## src/hdl/vfm_pkg.sv

```systemverilog
package vfm_pkg;

	// Sample and pixel widths
	localparam int SAMPLE_W = 8;

	// Configuration port geometry
	localparam int CFG_IDX_W  = 2;
	localparam int CFG_DATA_W = 10;

	// Reset value of the width and height registers
	localparam logic [CFG_DATA_W-1:0] SIZE_RESET = 10'd512;

	// Register indexes
	localparam logic [CFG_IDX_W-1:0] REG_MODE   = 2'd0;
	localparam logic [CFG_IDX_W-1:0] REG_WIDTH  = 2'd1;
	localparam logic [CFG_IDX_W-1:0] REG_HEIGHT = 2'd2;

	typedef enum logic [1:0] {
		MODE_UP    = 2'd0,
		MODE_DOWN  = 2'd1,
		MODE_LEFT  = 2'd2,
		MODE_RIGHT = 2'd3
	} mirror_mode_t;

	typedef struct packed {
		logic [SAMPLE_W-1:0] luma;
		logic [SAMPLE_W-1:0] blue_diff;
		logic [SAMPLE_W-1:0] red_diff;
	} pixel_t;

endpackage

```

## src/hdl/vfm_addr.sv

```systemverilog
module vfm_addr #(
	parameter int MAX_WIDTH  = 512,
	parameter int MAX_HEIGHT = 512
) (
	input  vfm_pkg::mirror_mode_t               mode,
	input  logic [$clog2(MAX_WIDTH+1)-1:0]      w,
	input  logic [$clog2(MAX_HEIGHT+1)-1:0]     h,
	input  logic [$clog2(MAX_WIDTH)-1:0]        x,
	input  logic [$clog2(MAX_HEIGHT)-1:0]       y,
	output logic [$clog2(MAX_WIDTH)-1:0]        sx,
	output logic [$clog2(MAX_HEIGHT)-1:0]       sy
);
	import vfm_pkg::*;

	localparam int XB = $clog2(MAX_WIDTH);
	localparam int YB = $clog2(MAX_HEIGHT);
	localparam int WB = $clog2(MAX_WIDTH+1);
	localparam int HB = $clog2(MAX_HEIGHT+1);

	logic [WB-1:0] hw;
	logic [HB-1:0] hh;
	logic [WB-1:0] xw;
	logic [HB-1:0] yh;
	logic [HB-1:0] y_flip;
	logic [WB-1:0] x_flip;
	logic [WB-1:0] x_shift;
	logic [WB-1:0] x_fold;

	// Half sizes and the reflected coordinates
	assign hw      = w >> 1;
	assign hh      = h >> 1;
	assign xw      = WB'(x);
	assign yh      = HB'(y);
	assign y_flip  = h - HB'(1) - yh;
	assign x_flip  = w - WB'(1) - xw;
	assign x_shift = xw + hw;
	assign x_fold  = x_flip + hw;

	// Pick the source position for the selected mirror direction
	always_comb begin
		sx = x;
		sy = y;
		unique case (mode)
			MODE_UP: begin
				if (yh >= hh) sy = y_flip[YB-1:0];
			end
			MODE_DOWN: begin
				if (yh < hh) sy = y_flip[YB-1:0];
			end
			MODE_LEFT: begin
				if (xw < hw) sx = x_flip[XB-1:0];
			end
			MODE_RIGHT: begin
				if (xw < hw) sx = x_shift[XB-1:0];
				else         sx = x_fold[XB-1:0];
			end
			default: begin
				sx = x;
				sy = y;
			end
		endcase
	end

endmodule

```

## config.mk

```make
export PLATFORM = sky130hd
export DESIGN_NAME = vfm_addr
export DESIGN_NICKNAME = d
export VERILOG_FILES = /design/src/hdl/vfm_pkg.sv /design/src/hdl/vfm_addr.sv
export SDC_FILE = /design/constraint.sdc
export NUM_CORES = 1
export LEC_CHECK = 0
export BUFFER_PORTS_ARGS = -buffer_cell sky130_fd_sc_hd__buf_2
export CAP_MARGIN = 5
export CORE_MARGIN = 1
export CORE_UTILIZATION = 55
export DETAILED_ROUTE_END_ITERATION = 12
export GPL_TIMING_DRIVEN = 0
export PLACE_DENSITY = 0.86
export SYNTH_ARGS = -nofsm -noshare
export SYNTH_HDL_FRONTEND = slang
export SYNTH_SLANG_ARGS = --single-unit
```

## constraint.sdc

```tcl
create_clock -name vclk -period 10.08
set_input_delay 1.008 -clock vclk [all_inputs]
set_output_delay 1.008 -clock vclk [all_outputs]
set_load 0.02 [all_outputs]
```

==> results.json <==
{
  "synth_seq_area_share": 0,
  "syn_inst": 268,
  "yosysTopAreaCell": "ha_1",
  "synth_area_um2": 2000,
  "syn_area_per_cell_um2": 7.48,
  "drc_errors": 0,
  "seqPwrFrac": 0,
  "power_leakage_nw": 1.23,
  "diodes": 0,
  "overflow": 0,
  "final_common_cell": "buf_2",
  "crit_slowest_cell": "or4b_1",
  "cts_resized": 0,
  "switchingPower_mw": 0.105,
  "firstDrtPassIters": 4,
  "p_clk_frac": 0,
  "crit_top_cell": "buf_2",
  "finalCriticalPeriod_ps": 6360,
  "fin_crit_sh": 0.631,
  "initial_core_util": 0.587,
  "hp-class": "primary input to output port",
  "drv_cap": 0,
  "rsz0062_at_grt": "no",
  "pre_cts_slack_ps": 3780,
  "startpoint_type": "primary input",
  "switching_share": 0.559,
  "grtUsageTotal": 0.249,
  "drive_above_1_share": 0.234,
  "chipWidth_um": 62.4,
  "status": "completed",
  "seq_area_um2": 0,
  "cp.required_ps": 9070,
  "combPwrFrac": 1.000,
  "post-cts-setup-buffers": 0,
  "die_area_um2": 3890,
  "hold_violations": 0,
  "grt_pass1_wl_mm": 8.25,
  "dp_hpwl_mm": 4.11,
  "p_int_mw": 0.0829,
  "final_nets": 412,
  "num_vias": 2123,
  "synth.area.top_cells": "ha_1 (26%), inv_1 (7.5%), xnor2_1 (7.4%)",
  "cpLargestDelayFamily": "compound AO/OA/AOI/OAI gates",
  "finalSetupViolCount": 0,
  "max_freq_mhz": 157,
  "wire_per_inst_um": 13.1,
  "port_buffers": 57,
  "gp_congestion": 0.896,
  "antenna_found_initial": 0,
  "finalWirelength_mm": 4.85,
  "die_h_um": 62.4,
  "setup_tns_ps": 0,
  "rows": 21,
  "ios": 58,
  "critical_path_buf_inv_count": 5,
  "yosys_warnings": 0,
  "netlist.area_leader.share": 0.262,
  "vias_per_cell": 5.72,
  "fin_ws_ps": 3720,
  "endpoint_kind": "output port",
  "final_cell_mix": "buf_2 (60), ha_1 (42), inv_1 (40)",
  "clkbuf_count": 0,
  "syn_to_final_growth_pct": 17.1,
  "peakVddDrop_mv": 0.0443,
  "postCtsHoldBufs": 0,
  "seq_cell_count": 0,
  "core_um2": 3420,
  "crit_chain": "buf_2 > inv_1 > ha_1 > a21o_1 > a31oi_1 > nand4_1 > a31oi_4 > buf_2 > buf_2 > mux2i_1 > ha_1 > nor2b_1 > o31ai_2 > o2bb2ai_2 > mux2i_1 > o2111a_1 > a211oi_1 > or4b_1 > buf_2",
  "power.density_nw_per_um2": 80.1,
  "synth_nets": 353,
  "grt_pass1_vias": 1918,
  "ant_nets": 0,
  "slew-limit-headroom": 0.645,
  "cp.arrival_ps": 5350,
  "grt_max_degree": 11,
  "tightest_slew_ps": 530,
  "maxSlewViolCount": 0,
  "cpPeakStageDelay_ps": 430,
  "crit_type": "primary input to output port",
  "yosysUniqueCellTypes": 55,
  "critPathMaxFanout": 10,
  "initialDrtViolationCount": 161
}
layout make-up:
| class | instances | area, µm² |
|---|---|---|
| tap | 46 | 57.6 |
| timing repair buffer | 57 | 285 |
| fill | 323 | 1070 |
| multi-input combinational | 222 | 1830 |
| buffer | 5 | 22.5 |
| inverter | 41 | 154 |
cell families (layout without fill, tap and decap cells):
kind of cell,Yosys count,after routing,synth area share
simple gates,64,64,0.167
compound gates,72,72,0.254
fa+ha+maj,45,45,0.292
mux,18,18,0.0943
buf+inv,46,103,0.0880
xor+xnor,23,23,0.104
stage by stage:
stage	utilization	hold slack, ps	area, µm²	cells	power [mW]
2_1_floorplan	-	2140	2000	268	0.140
3_3_place_gp	0.687	2320	2350	371	0.181
3_5_place_dp	0.687	2320	2350	371	0.186
4_1_cts	0.687	2320	2350	371	0.187
5_1_grt	0.687	2340	2350	371	0.207
6_report	0.687	2320	2350	371	0.188
metal layers:
| layer | vias to the layer above | GRT usage | share of wire |
|---|---|---|---|
| met1 | 973 | 0.338 | 0.47 |
| met2 | 56 | 0.442 | 0.49 |
| met3 | 4 | 0.0109 | 0.043 |
| met4 | 0 | 0.0349 | 0.0039 |
| met5 | - | 0 | 0 |
| li1 | 1090 | - | - |
worst paths after layout:
check             from  slack [ps]  cells after the start     to
setup / recovery  w[3]        3720                     19  sx[8]
hold / removal    y[8]        2320                      3  sy[8]
power groups by stage:
stage                     logic (mW)  clock network, mW  registers, mW
after floorplan                0.140                  0              0
after global placement         0.181                  0              0
after detailed placement       0.186                  0              0
after CTS                      0.187                  0              0
after global routing           0.207                  0              0
final                          0.188                  0              0
Yosys cell counts, types with 4 or more instances:
cell type / instances
ha_1: 42
inv_1: 40
a21oi_1: 20
xnor2_1: 17
nand2_1: 14
nor2_1: 14
o22ai_1: 14
mux2i_1: 11
nand3_1: 7
mux2_2: 6
o21ai_0: 6
a21o_1: 5
nor3_1: 5
xor2_1: 5
nor2b_1: 4
o21a_1: 4
Power figures use the tool's default switching activity.
